File: src/rtl/isiu_pkg.sv
// Shared constants, codes and state type for the interval set insert/union core.
`default_nettype none
package isiu_pkg;

    localparam int MAX_INTERVALS = 16;
    localparam int IDX_W = (MAX_INTERVALS > 1) ? $clog2(MAX_INTERVALS) : 1;
    localparam int CNT_W = $clog2(MAX_INTERVALS + 1);

    localparam int BOUND_W = 11;
    localparam int COUNT_OUT_W = 5;
    localparam int ENTRY_W = 2 * BOUND_W;

    localparam logic [1:0] OP_INSERT = 2'd0;
    localparam logic [1:0] OP_READ   = 2'd1;
    localparam logic [1:0] OP_CLEAR  = 2'd2;

    localparam logic [1:0] ST_OK     = 2'd0;
    localparam logic [1:0] ST_EMPTY  = 2'd1;
    localparam logic [1:0] ST_FULL   = 2'd2;
    localparam logic [1:0] ST_BEYOND = 2'd3;

    typedef enum logic [3:0] {
        S_IDLE,
        S_RD_WAIT,
        S_SCAN_RD,
        S_SCAN_EV,
        S_PLAN,
        S_SHR_RD,
        S_SHR_WR,
        S_SHL_RD,
        S_SHL_WR,
        S_PUT,
        S_RESULT
    } state_t;

endpackage
`default_nettype wire

File: src/rtl/interval_set_insert_union_core.sv
// Top level: sorted disjoint interval table with insert/union, read and clear.
// Usage:
//   Input transfers arrive on s_*: s_tuser carries the operation (insert, read,
//   clear, no-op), s_tdata the bounds and the entry position. Each input
//   transfer yields exactly one result transfer on m_*: merged or read bounds,
//   the interval count after the item, and a status code in m_tuser.
// Sequencing:
//   One item at a time; s_tready is high only while the sequencer is idle.
//   An insert scans the table from the bottom one entry at a time, then shifts
//   the entries above one at a time to open a slot or close the gap, and then
//   writes the merged interval; the entries scanned plus those shifted never
//   exceed the count plus one. An insert dropped on a full table only scans; a
//   read waits for the registered table read; clear, no-op and other rejects go
//   straight to the result. s_tready rises with m_tvalid.
// Reset:
//   aresetn low (synchronous) empties the table and drops any pending result.
//   Table contents are not cleared; only entries below the count are read.
// Stall:
//   The result sits in an output register; the next item is taken while it
//   waits, but the sequencer holds its own finished result until m_tready.
`default_nettype none
module interval_set_insert_union_core (
    input  wire         aclk,
    input  wire         aresetn,
    input  wire         s_tvalid,
    output logic        s_tready,
    input  wire  [31:0] s_tdata,   // range_low[10:0], range_high[21:11], entry_index[25:22]
    input  wire  [1:0]  s_tuser,   // operation[1:0]
    output logic        m_tvalid,
    input  wire         m_tready,
    output logic [31:0] m_tdata,   // result_low[10:0], result_high[21:11], interval_count[26:22]
    output logic [1:0]  m_tuser    // status[1:0]
);

    localparam int BW = isiu_pkg::BOUND_W;
    localparam int CW = isiu_pkg::CNT_W;
    localparam int IW = isiu_pkg::IDX_W;
    localparam int EW = isiu_pkg::ENTRY_W;

    isiu_pkg::state_t state_reg, state_next;

    logic [BW-1:0] nlo_reg, nlo_next, nhi_reg, nhi_next;
    logic [BW-1:0] res_lo_reg, res_lo_next, res_hi_reg, res_hi_next;
    logic [1:0]    res_st_reg, res_st_next;
    logic [CW-1:0] i_reg, i_next, first_reg, first_next, k_reg, k_next;
    logic [CW-1:0] count_reg, count_next;
    logic          found_reg, found_next;

    logic          m_valid_reg, m_valid_next;
    logic [31:0]   m_data_reg, m_data_next;
    logic [1:0]    m_user_reg, m_user_next;

    // table storage, one write and one registered read a cycle
    logic [EW-1:0] mem [isiu_pkg::MAX_INTERVALS];
    logic [EW-1:0] rdata_reg;
    logic          mem_we;
    logic [IW-1:0] mem_waddr, mem_raddr;
    logic [EW-1:0] mem_wdata;

    always_ff @(posedge aclk) begin
        if (mem_we) begin
            mem[mem_waddr] <= mem_wdata;
        end
        rdata_reg <= mem[mem_raddr];
    end

    logic [BW-1:0] in_lo, in_hi, e_lo, e_hi;
    logic [3:0]    in_idx;
    logic [CW-1:0] merged;
    logic          e_before, e_touch;

    assign in_lo  = s_tdata[10:0];
    assign in_hi  = s_tdata[21:11];
    assign in_idx = s_tdata[25:22];
    assign e_lo   = rdata_reg[BW-1:0];
    assign e_hi   = rdata_reg[EW-1:BW];
    assign merged = i_reg - first_reg;

    // entry lies wholly below the new interval with a gap
    assign e_before = ({1'b0, e_hi} + 12'd1) < {1'b0, nlo_reg};
    // entry overlaps or abuts the growing union on its upper side
    assign e_touch  = {1'b0, e_lo} <= ({1'b0, nhi_reg} + 12'd1);

    assign s_tready = (state_reg == isiu_pkg::S_IDLE);
    assign m_tvalid = m_valid_reg;
    assign m_tdata  = m_data_reg;
    assign m_tuser  = m_user_reg;

    always_ff @(posedge aclk) begin
        if (!aresetn) begin
            state_reg   <= isiu_pkg::S_IDLE;
            count_reg   <= '0;
            m_valid_reg <= 1'b0;
        end else begin
            state_reg   <= state_next;
            count_reg   <= count_next;
            m_valid_reg <= m_valid_next;
        end
    end

    always_ff @(posedge aclk) begin
        nlo_reg    <= nlo_next;
        nhi_reg    <= nhi_next;
        res_lo_reg <= res_lo_next;
        res_hi_reg <= res_hi_next;
        res_st_reg <= res_st_next;
        i_reg      <= i_next;
        first_reg  <= first_next;
        k_reg      <= k_next;
        found_reg  <= found_next;
        m_data_reg <= m_data_next;
        m_user_reg <= m_user_next;
    end

    always_comb begin
        state_next   = state_reg;
        nlo_next     = nlo_reg;
        nhi_next     = nhi_reg;
        res_lo_next  = res_lo_reg;
        res_hi_next  = res_hi_reg;
        res_st_next  = res_st_reg;
        i_next       = i_reg;
        first_next   = first_reg;
        k_next       = k_reg;
        found_next   = found_reg;
        count_next   = count_reg;
        m_valid_next = m_valid_reg && !m_tready;
        m_data_next  = m_data_reg;
        m_user_next  = m_user_reg;
        mem_we       = 1'b0;
        mem_waddr    = k_reg[IW-1:0];
        mem_wdata    = rdata_reg;
        mem_raddr    = i_reg[IW-1:0];

        case (state_reg)
            isiu_pkg::S_IDLE: begin
                if (s_tvalid) begin
                    res_lo_next = '0;
                    res_hi_next = '0;
                    res_st_next = isiu_pkg::ST_OK;
                    state_next  = isiu_pkg::S_RESULT;
                    case (s_tuser)
                        isiu_pkg::OP_INSERT: begin
                            if (in_lo > in_hi) begin
                                res_st_next = isiu_pkg::ST_EMPTY;
                            end else begin
                                nlo_next   = in_lo;
                                nhi_next   = in_hi;
                                i_next     = '0;
                                found_next = 1'b0;
                                state_next = isiu_pkg::S_SCAN_RD;
                            end
                        end
                        isiu_pkg::OP_READ: begin
                            if ((32'(in_idx) < 32'(count_reg)) &&
                                (32'(in_idx) < isiu_pkg::MAX_INTERVALS)) begin
                                mem_raddr  = IW'(in_idx);
                                state_next = isiu_pkg::S_RD_WAIT;
                            end else begin
                                res_st_next = isiu_pkg::ST_BEYOND;
                            end
                        end
                        isiu_pkg::OP_CLEAR: begin
                            count_next = '0;
                        end
                        default: begin
                        end
                    endcase
                end
            end

            isiu_pkg::S_RD_WAIT: begin
                res_lo_next = e_lo;
                res_hi_next = e_hi;
                state_next  = isiu_pkg::S_RESULT;
            end

            isiu_pkg::S_SCAN_RD: begin
                if (i_reg == count_reg) begin
                    if (!found_reg) begin
                        first_next = i_reg;
                    end
                    state_next = isiu_pkg::S_PLAN;
                end else begin
                    mem_raddr  = i_reg[IW-1:0];
                    state_next = isiu_pkg::S_SCAN_EV;
                end
            end

            isiu_pkg::S_SCAN_EV: begin
                if (!found_reg && e_before) begin
                    i_next     = i_reg + 1'b1;
                    state_next = isiu_pkg::S_SCAN_RD;
                end else begin
                    if (!found_reg) begin
                        first_next = i_reg;
                        found_next = 1'b1;
                    end
                    if (e_touch) begin
                        if (e_lo < nlo_reg) nlo_next = e_lo;
                        if (e_hi > nhi_reg) nhi_next = e_hi;
                        i_next     = i_reg + 1'b1;
                        state_next = isiu_pkg::S_SCAN_RD;
                    end else begin
                        state_next = isiu_pkg::S_PLAN;
                    end
                end
            end

            isiu_pkg::S_PLAN: begin
                if (merged == '0) begin
                    if (32'(count_reg) >= isiu_pkg::MAX_INTERVALS) begin
                        res_lo_next = '0;
                        res_hi_next = '0;
                        res_st_next = isiu_pkg::ST_FULL;
                        state_next  = isiu_pkg::S_RESULT;
                    end else begin
                        k_next     = count_reg;
                        state_next = isiu_pkg::S_SHR_RD;
                    end
                end else begin
                    k_next     = i_reg;
                    state_next = isiu_pkg::S_SHL_RD;
                end
            end

            // open a slot at first: move entries up, top one first
            isiu_pkg::S_SHR_RD: begin
                if (k_reg == first_reg) begin
                    state_next = isiu_pkg::S_PUT;
                end else begin
                    mem_raddr  = IW'(k_reg - 1'b1);
                    state_next = isiu_pkg::S_SHR_WR;
                end
            end

            isiu_pkg::S_SHR_WR: begin
                mem_we     = 1'b1;
                mem_waddr  = k_reg[IW-1:0];
                k_next     = k_reg - 1'b1;
                state_next = isiu_pkg::S_SHR_RD;
            end

            // close the gap left by the folded entries
            isiu_pkg::S_SHL_RD: begin
                if (k_reg == count_reg) begin
                    state_next = isiu_pkg::S_PUT;
                end else begin
                    mem_raddr  = k_reg[IW-1:0];
                    state_next = isiu_pkg::S_SHL_WR;
                end
            end

            isiu_pkg::S_SHL_WR: begin
                mem_we     = 1'b1;
                mem_waddr  = IW'(k_reg - merged + 1'b1);
                k_next     = k_reg + 1'b1;
                state_next = isiu_pkg::S_SHL_RD;
            end

            isiu_pkg::S_PUT: begin
                mem_we      = 1'b1;
                mem_waddr   = first_reg[IW-1:0];
                mem_wdata   = {nhi_reg, nlo_reg};
                count_next  = count_reg - merged + 1'b1;
                res_lo_next = nlo_reg;
                res_hi_next = nhi_reg;
                res_st_next = isiu_pkg::ST_OK;
                state_next  = isiu_pkg::S_RESULT;
            end

            isiu_pkg::S_RESULT: begin
                if (!m_valid_reg || m_tready) begin
                    m_valid_next = 1'b1;
                    m_data_next  = {5'd0, isiu_pkg::COUNT_OUT_W'(count_reg),
                                    res_hi_reg, res_lo_reg};
                    m_user_next  = res_st_reg;
                    state_next   = isiu_pkg::S_IDLE;
                end
            end

            default: begin
                state_next = isiu_pkg::S_IDLE;
            end
        endcase
    end

endmodule
`default_nettype wire

File: config.mk
export PLATFORM = sky130hd
export DESIGN_NAME = interval_set_insert_union_core
export DESIGN_NICKNAME = d
export VERILOG_FILES = /design/src/rtl/isiu_pkg.sv /design/src/rtl/interval_set_insert_union_core.sv
export SDC_FILE = /design/constraint.sdc
export NUM_CORES = 1
export LEC_CHECK = 0
export BUFFER_PORTS_ARGS = -buffer_cell sky130_fd_sc_hd__buf_2
export CAP_MARGIN = 20
export CORE_MARGIN = 2
export CORE_UTILIZATION = 56
export CTS_CLUSTER_SIZE = 40
export DETAILED_ROUTE_END_ITERATION = 10
export GPL_TIMING_DRIVEN = 0
export PLACE_DENSITY_LB_ADDON = 0.12
export SYNTH_ARGS = -nofsm -noshare
export SYNTH_HDL_FRONTEND = slang
export SYNTH_SLANG_ARGS = --single-unit
File: constraint.sdc
create_clock -name aclk -period 4.84 [get_ports aclk]
set_input_delay 0.726 -clock aclk [delete_from_list [all_inputs] [get_ports aclk]]
set_output_delay 0.726 -clock aclk [all_outputs]
set_load 0.05 [all_outputs]
# After elaboration in Yosys (flattened, before gate mapping)
# Memories as Yosys holds them, arrays and structs flattened. A register that Yosys moved wholly into a read port is not among the register bits.
# Cells that the tools add are included.
[word_totals] latch_bits=0 word_cells=162 memories=1 ram_bits=352 input_bits=38 rom_bits=0 ff_bits=101
[op_classes] add_sub_neg=10 magnitude_cmp=7 shift=0 n_reduce_logical=28 n_eq_ne=29 multipliers=0 n_div=0 bitwise=0 mux=73
[mem_list] memory="mem" words=16 width=22 read_ports=1 rd_clocked_by_memory_dff=1 wr=1 line_no="interval_set_insert_union_core.sv:54" source="logic [EW-1:0] mem [isiu_pkg::MAX_INTERVALS];"
[ops] cell="11-bit 2-to-1 mux" n=15
[ops] cell="11-bit case mux with 4 select lines" n=2
[ops] cell="5-bit 2-to-1 mux" n=12
[ops] cell="4-bit 2-to-1 mux" n=12
[ops] cell="11-bit case mux with 2 select lines" n=2
[ops] cell="4-bit case mux with 10 select lines" n=1
[ops] cell="5-bit case mux with 2 select lines" n=3
[ops] cell="11-bit by 1-bit adder with 12-bit output (second input constant)" n=2
[ops] cell="11-bit > comparator" n=2
[ops] cell="22-bit 2-to-1 mux" n=1
[ops] cell="2-bit inequality test (second input constant)" n=10
[ops] cell="4-bit by 3-bit == test with 1-bit output (second input constant)" n=4
[ops] cell="4-bit case mux with 2 select lines" n=2
[ops] cell="5-bit by 1-bit adder with 5-bit output (second input constant)" n=3
[ops] cell="5-bit == test" n=3
[ops] cell="5-bit case mux with 3 select lines" n=1
[ops] cell="7-bit AND reduction" n=2
[ops] cell="4-bit == test (second input constant)" n=3
[ops] cell="11-bit by 12-bit <= comparator with 1-bit output" n=1
[ops] cell="12-bit by 11-bit less-than comparator with 1-bit output" n=1
[ops] cell="4-bit case mux with 3 select lines" n=1
[ops] cell="11-bit less-than comparator" n=1
[ops] cell="1-bit 2-to-1 mux" n=11
[ops] cell="5-bit AND reduction" n=2
[ops] cell="31 further kinds" n=50

# Logic depth before layout (Yosys ltp)
# Gate-level depths: netlist of the first run.
[logic_depth] word_depth=5 mapped_depth=15

# Worst setup path before layout of the first run
# OpenSTA, ideal clock, no wires.
[synth_timing] path_type="register to register" start="register i_reg[0]" end="memory mem[5][0] (netlist name) (enable)" setup_ns=0.401 slack_ns=0.304 arrival_ns=4.136 stages_incl_launch_ff=15 synth_period_minus_slack_ns=4.536 required_time_ns=4.439 path_buffers=0 path_cell_list="edfxtp_1 -> inv_1 -> ha_1 -> inv_1 -> fa_1 -> ha_1 -> inv_1 -> ha_1 -> fa_1 -> xor2_1 -> xnor3_1 -> mux2i_1 -> o21ai_0 -> or2_2 -> nor2_1"
[synth_between] elab_chain_len=4
[synth_lines] item="start, declared" line_no="interval_set_insert_union_core.sv:45" source="logic [CW-1:0] i_reg, i_next, first_reg, first_next, k_reg, k_next;"
[synth_lines] item="start signal, assigned" line_no="interval_set_insert_union_core.sv:107" source="i_reg <= i_next;"
[synth_lines] item="5-bit subtractor" line_no="interval_set_insert_union_core.sv:77" source="assign merged = i_reg - first_reg;"
[synth_lines] item="4-bit subtractor" line_no="interval_set_insert_union_core.sv:256" source="mem_waddr = IW'(k_reg - merged + 1'b1);"
[synth_lines] item="4-bit by 1-bit adder with 4-bit output" line_no="interval_set_insert_union_core.sv:256"
[synth_lines] item="4-bit case mux with 2 select lines" line_no="interval_set_insert_union_core.sv:135" source="case (state_reg)"
[synth_lines] item="end, declared" line_no="interval_set_insert_union_core.sv:54"
# Every way passes these cells.

# Worst setup path after layout of the first run
[layout_timing] start="register count_reg[2]" end="register rdata_reg[4], read port of mem"
[layout_between] elab_chain_len=5 elab_cells_between_ends=7 classes_between="order compare: 1; eq/ne: 1; mux: 5"
[layout_lines] item="start, declared" line_no="interval_set_insert_union_core.sv:46" source="logic [CW-1:0] count_reg, count_next;"
[layout_lines] item="start signal, assigned" line_no="interval_set_insert_union_core.sv:96" source="count_reg <= count_next;"
[layout_lines] item="4-bit by 5-bit less-than comparator with 1-bit output" line_no="interval_set_insert_union_core.sv:155" source="if ((32'(in_idx) < 32'(count_reg)) &&"
[layout_lines] item="4-bit 2-to-1 mux" line_no="interval_set_insert_union_core.sv:155"
[layout_lines] item="4-bit 2-to-1 mux" line_no="interval_set_insert_union_core.sv:142" source="case (s_tuser)"
[layout_lines] item="4-bit 2-to-1 mux" line_no="interval_set_insert_union_core.sv:137" source="if (s_tvalid) begin"
[layout_lines] item="4-bit case mux with 3 select lines (*)" line_no="interval_set_insert_union_core.sv:135"
[layout_lines] item="end, declared" line_no="interval_set_insert_union_core.sv:55" source="logic [EW-1:0] rdata_reg;"
# Mark *: on every way between the ends. The rest lies on a longest branch, timed or not.
# A chain may end at the register's enable or synchronous reset.

==> impl_metrics.json, run 1 <==
{
  "startpoint": "count_reg[2]",
  "ys_seq_area_frac": 0.6334,
  "drc": 0,
  "drt_iter0_drc": 1469,
  "synth_area_per_cell_um2": 13.32,
  "cp.arrival_ns": 5.21,
  "grt_max_degree": 23,
  "cp_common_cell": "clkbuf_1",
  "syn2layout_area_growth_pct": 15.67,
  "finalCriticalPeriod_ns": 4.668,
  "port-buffer-count": 62,
  "hp-class": "register to register",
  "core-area_mm2": 0.03874,
  "peakVddDrop_v": 0.0004539,
  "dp.cells": 2269,
  "rr_endpoint": "rdata_reg[4]",
  "dr_wl_met3_um": 5527,
  "slowest_delay_ns": 0.97,
  "cp-end-kind": "register",
  "fin_crit_sh": 0.9644,
  "drv_slew": 0,
  "hold_viol": 0,
  "top_layer": "met4",
  "crit_type": "register to register",
  "htreeDepth": 2,
  "rows": 72,
  "ys_warn_count": 0,
  "synth_seq_cells": 475,
  "p_leak_uw": 0.009346,
  "cts.sinks": 475,
  "grt_pass1_wl_um": 89620,
  "io_pins": 74,
  "cts_hold_repair.buffers": 0,
  "clk_pin_slew_worst_paths_ns": 0.06,
  "yosys_most_used_dff": "edfxtp_1",
  "drtPass1Iterations": 5,
  "crit_chain": "inv_1, ha_1, a21oi_1, o21ai_1, a31oi_1, and3_1, buf_2, clkbuf_1, clkbuf_1, o31ai_1, a2111oi_0, a2111o_1, or3_1",
  "finClkSkew_ns": 0.01893,
  "worst_slew_pin_slew_ns": 1.074,
  "layout.cells.non_filler": 2383,
  "crit_slowest_cell": "a2111oi_0",
  "synthTopCellsByArea": "edfxtp_1 (60%), ha_1 (4.3%), mux2i_1 (4.3%), dfxtp_1 (2.9%), a2111oi_0 (2.7%)",
  "crit_fanout": 10,
  "root_buffer": "clkbuf_16",
  "final_layout_size_suffix_gt1_frac": 0.1496,
  "cap_violations": 0,
  "clk_latency_ns": 0.61,
  "crit_end": "rdata_reg[4]",
  "die_area_mm2": 0.04091,
  "netlist.area_leader.share": 0.6043,
  "yosys.area.top_type": "edfxtp_1",
  "synth.most_common_cell": "edfxtp_1",
  "cts-buffers-inserted": 49,
  "reg2reg_slack_ns": 0.17,
  "wl_per_cell_um": 25.45,
  "dp_hpwl_um": 42710,
  "first_global_vias": 14736,
  "worst_r2r_path_depth": 13,
  "async_flop_share": 0,
  "wl_met2_um": 28290,
  "die_w_um": 202.3,
  "nNetsFinal": 1941,
  "vias": 15231,
  "place.gp.congestion": 0.9069,
  "fin_util": 0.6573,
  "drt_wl_total_um": 60640,
  "fmax_mhz": 214.2,
  "grt_usage": 0.2937,
  "worstPathRequired_ns": 5.39,
  "max_slew_margin": 0.2657,
  "syn_inst": 1653,
  "crit_path_start_kind": "register",
  "cts_tree": "done",
  "grt_setup_unrepaired": "false",
  "initial_core_util": 0.5682,
  "synth.distinct_cells": 67,
  "antennaDiodeCount": 0,
  "vias_per_cell": 6.392,
  "antenna_found_initial": 0,
  "overflow": 0,
  "yosys-top-cells-count": "edfxtp_1 (443), nand2_1 (122), mux2i_1 (94), clkbuf_1 (87), o21ai_0 (77)",
  "dieHeight_um": 202.3,
  "r2r_start": "count_reg[2]",
  "clock_path_buffers": 3,
  "antenna_left": 0,
  "power_density_mw_per_mm2": 696.2,
  "synth_area_mm2": 0.02201,
  "synth_edf_count": 443,
  "status": "complete, no violations",
  "final-setup-viol-count": 0,
  "wl_met1_um": 24130,
  "largest_reg_flops": 352
}
==> metal layers <==
| layer | GRT usage | vias to the layer above |
|---|---|---|
| li1 | - | 6847 |
| met1 | 0.3970 | 7466 |
| met2 | 0.4706 | 779 |
| met3 | 0.05676 | 139 |
| met4 | 0.1186 | 0 |
| met5 | 0 | - |
==> worst min path at each step <==
stage | endpoint | slack, ns | start | cells after the start
3_5_place_dp | m_tdata[8] | 0.40 | res_lo_reg[8] | 0
5_1_grt | m_tdata[9] | 0.42 | res_lo_reg[9] | 0
4_1_cts | nhi_reg[0] | 0.40 | s_tdata[11] | 3
3_3_place_gp | m_tdata[6] | 0.40 | res_lo_reg[6] | 0
6_report | m_tdata[4] | 0.42 | res_lo_reg[4] | 0
2_1_floorplan | m_tdata[0] | 0.40 | res_lo_reg[0] | 0
==> power breakdown <==
group          switching (µW)  internal [µW]  leakage [µW]
Clock                    1620           2150      0.000788
Sequential                379           5680       0.00431
Combinational            5360           2530       0.00425
==> logic make-up (layout without fill, tap and decap cells) <==
logic type                 after synthesis  after routing  share of synthesized area
DFF                                    475            475                     0.6334
buffers and inverters                  182            388                    0.03388
and+or+nand+nor                        361            363                    0.08242
xor gates and xnor gates                47             47                    0.01967
other                                    1              5                  0.0001704
adders and majority gates               79             79                    0.04593
AOI/OAI and AO/OA                      391            391                     0.1300
muxes                                  117            117                    0.05451
==> final cells by class <==
| class | instances | area [µm²] |
|---|---|---|
| plain buffers | 116 | 498.0 |
| clock buffers | 56 | 1252 |
| clock inverters | 36 | 369.1 |
| fillers | 2865 | 13280 |
| inverters | 66 | 247.7 |
| multi-input cells | 1002 | 7533 |
| flip-flops and latches | 475 | 13940 |
| well taps | 518 | 648.1 |
| repair buffers | 114 | 968.4 |
==> timing repair <==
action | 4_1_cts | 5_1_grt
buffers inserted | 0 | 20
gates resized for setup | 9 | 9
endpoints found under the setup margin | 264 | 296
endpoints found under the hold margin | 0 | 0
pin swaps | 3 | 13
cloned | 0 | 2
==> per-stage QoR <==
step / hold WS, ns / TNS (ns) / total power (µW) / setup WS, ns / cell area (µm²)
4_1_cts: 0.3978 / 0 / 17520 / 0.001365 / 25170
5_1_grt: 0.4249 / 0 / 18460 / 0.004881 / 25460
3_5_place_dp: 0.4045 / -40.16 / 13710 / -0.3360 / 23510
2_1_floorplan: 0.4003 / 0 / 10730 / 0.3037 / 22030
6_report: 0.4191 / 0 / 17720 / 0.1724 / 25460
3_3_place_gp: 0.4019 / -378.60 / 13330 / -1.249 / 22990
==> layout by cell type, fill, tap and decap left out, types with 6 or more instances in the layout <==
cell,Yosys,routed
a2111o_1,23,23
a2111oi_0,68,68
a21o_1,16,16
a21oi_1,34,33
a22oi_1,6,6
a31oi_1,6,6
and3_1,9,9
buf_12,0,7
buf_2,13,75
buf_4,8,31
buf_6,2,8
buf_8,0,13
clkbuf_1,87,94
clkbuf_16,0,49
clkinv_1,2,13
clkinv_2,0,10
dfxtp_1,32,32
edfxtp_1,443,443
ha_1,76,76
inv_1,64,64
mux2_2,21,21
mux2i_1,94,94
nand2_1,122,122
nand2b_1,11,11
nand3_1,30,30
nand4_1,74,74
nor2_1,49,33
nor2_4,0,18
nor2b_1,15,14
nor3_1,11,11
o21a_1,10,10
o21ai_0,77,54
o21ai_1,3,18
o21ai_2,0,8
o22ai_1,47,47
o31ai_1,68,68
or3_1,24,24
xnor2_1,37,37
xor2_1,8,8
==> worst max-delay path, delay by kind of cell, from the launching register on <==
family	cells	cell delay, ns
AOI/OAI and AO/OA	6	2.12
buffers and inverters	4	1.25
DFF	1	0.56
and+or+nand+nor	2	0.36
adders and majority gates	1	0.30
Power figures use the tool's default switching activity.
==> run 2: changes to the inputs <==
--- a/config.mk
+++ b/config.mk
@@ -6,7 +6,7 @@
 export NUM_CORES = 1
 export LEC_CHECK = 0
 export BUFFER_PORTS_ARGS = -buffer_cell sky130_fd_sc_hd__buf_2
-export CAP_MARGIN = 20
+export CAP_MARGIN = 15
 export CORE_MARGIN = 2
 export CORE_UTILIZATION = 56
 export CTS_CLUSTER_SIZE = 40
==> constraint.sdc (replaced) <==
create_clock -name aclk -period 4.25 [get_ports aclk]
set_input_delay 0.6375 -clock aclk [delete_from_list [all_inputs] [get_ports aclk]]
set_output_delay 0.6375 -clock aclk [all_outputs]
set_load 0.05 [all_outputs]
==> run 2 against run 1 <==
Compared with the run above: combinational power up 19%; routed wire length up 1.9%; global-route usage up 1.0 points; first-iteration DRC count increased by 21%; critical path depth is 2 higher; critical endpoint is now mem[8][18].
==> impl_metrics.json, run 2 (synthesis results as in run 1) <==
{
  "syn2layout_area_growth_pct": 16.93,
  "die_w_um": 202.3,
  "clk_pin_slew_worst_paths_ns": 0.06,
  "status": "complete, no violations",
  "final-setup-viol-count": 0,
  "place.gp.congestion": 0.9114,
  "fin_util": 0.6645,
  "p_leak_uw": 0.009511,
  "dp_hpwl_um": 42530,
  "nNetsFinal": 1957,
  "finClkSkew_ns": 0.01751,
  "fin_hold_ws_ns": 0.3345,
  "multiInputGateArea_mm2": 0.007612,
  "grt_usage": 0.3037,
  "worst_slew_pin_slew_ns": 1.047,
  "port-buffer-count": 62,
  "cts_hold_repair.buffers": 0,
  "cp-end-kind": "register",
  "fmax_mhz": 237.4,
  "crit_chain": "inv_2, ha_1, inv_1, fa_1, ha_1, inv_1, ha_1, fa_1, xor2_1, xnor3_1, mux2i_1, o21ai_2, nand2_2, nor2_4, buf_16",
  "clk_latency_ns": 0.60,
  "hp-class": "input pin to register",
  "cap_violations": 0,
  "power_density_mw_per_mm2": 799.7,
  "drc": 0,
  "rows": 72,
  "wl_per_cell_um": 25.79,
  "slowest_delay_ns": 0.49,
  "max_slew_margin": 0.3018,
  "die_area_mm2": 0.04091,
  "antenna_found_initial": 2,
  "post-place-ws_ns": -1.145,
  "regArea_mm2": 0.01394,
  "antenna_left": 0,
  "finalCriticalPeriod_ns": 4.213,
  "dieHeight_um": 202.3,
  "final.setup.tns_ns": 0,
  "drt_iter0_drc": 1775,
  "crit_slowest_cell": "fa_1",
  "fin_crit_sh": 0.9913,
  "largest_reg_flops": 352,
  "vias_per_cell": 6.390,
  "drv_slew": 0,
  "root_buffer": "clkbuf_16",
  "vias": 15310,
  "final_common_cell": "edfxtp_1",
  "grt_setup_unrepaired": "true",
  "fillCellCount": 2833,
  "crit_type": "register to register",
  "grt_max_degree": 22,
  "crit_fanout": 14,
  "path_delay_family": "adder cells",
  "crit_buf_inv": 4,
  "core-area_mm2": 0.03874,
  "peakVddDrop_v": 0.0004475,
  "htreeDepth": 2,
  "final_cell_mix": "edfxtp_1 (443), nand2_1 (121), mux2i_1 (94)",
  "fin_area_mm2": 0.02574,
  "initial_core_util": 0.5682,
  "cts_tree": "done",
  "io_pins": 74,
  "finalWorstSetupSlack_ns": 0.03714,
  "cp_common_cell": "ha_1",
  "first_global_vias": 15086,
  "cts.sinks": 475,
  "hold_viol": 0,
  "place_area_mm2": 0.02349,
  "overflow": 0,
  "drtPass1Iterations": 7,
  "cts-buffers-inserted": 48,
  "worstPathRequired_ns": 4.55,
  "drt_wl_total_um": 61790,
  "clock_path_buffers": 3,
  "crit_path_start_kind": "register",
  "antennaDiodeCount": 0,
  "grt_pass1_wl_um": 92440,
  "final_layout_size_suffix_gt1_frac": 0.1672,
  "cp.arrival_ns": 4.51
}
[run 2: cell count changes in the layout (fill, tap and decap cells not counted), sizes merged]
cell | previous run | this run
clkinvlp | 2 | 1
buf | 142 | 152
clkdlybuf4s15 | 0 | 1
clkinv | 29 | 17
nor2 | 51 | 54
dlymetal6s2s | 0 | 1
clkbuf | 144 | 154
bufinv | 5 | 6
[run 2: repair_timing]
action                                  4_1_cts  5_1_grt
pin swaps                                    22        5
gates resized for setup                      35       34
endpoints found under the setup margin      370      236
cloned                                        5        0
buffers inserted                             29        6
[run 2: area by class of cell]
class	count	share of cell area
plain buffers	116	0.02051
clock buffers	64	0.05017
clock inverters	24	0.01147
inverters	66	0.009625
multi-input cells	1005	0.2957
flip-flops and latches	475	0.5418
well taps	518	0.02518
repair buffers	128	0.04555
[run 2: tightest hold or removal path, cell delays in order]
cell and delay (ns):
buf_2 0.09, nand2_1 0.04, nand2_1 0.05
[run 2: where the power goes]
| group | leakage (µW) | internal, µW | switching (µW) |
|---|---|---|---|
| Clock | 0.000768 | 2510 | 1790 |
| Sequential | 0.00431 | 6470 | 435 |
| Combinational | 0.00443 | 3090 | 6290 |
[run 2: path summary, 6_finish.rpt]
| kind | cells after the start | from | slack, ns | to |
|---|---|---|---|---|
| hold reg to reg | 0 | res_st_reg[1] | 0.42 | m_tuser[1] |
| setup / recovery | 15 | i_reg[0] | 0.04 | mem[8][18] |
| hold / removal | 3 | s_tdata[2] | 0.33 | nlo_reg[2] |
| setup reg to reg | 15 | i_reg[0] | 0.04 | mem[8][18] |
[run 2: per-layer routing]
| metal | vias up | part of all wire | track usage |
|---|---|---|---|
| met3 | 142 | 0.089 | 0.04918 |
| met4 | 0 | 0.044 | 0.1384 |
| li1 | 6886 | - | - |
| met5 | - | 0 | 0 |
| met2 | 801 | 0.46 | 0.4812 |
| met1 | 7481 | 0.40 | 0.4155 |
[run 2: metrics by stage]
step | instances | total power (µW)
2_1_floorplan | 1657 | 12240
6_report | 2396 | 20580
5_1_grt | 2396 | 21430
4_1_cts | 2389 | 20280
3_5_place_dp | 2267 | 15670
3_3_place_gp | 2237 | 15230
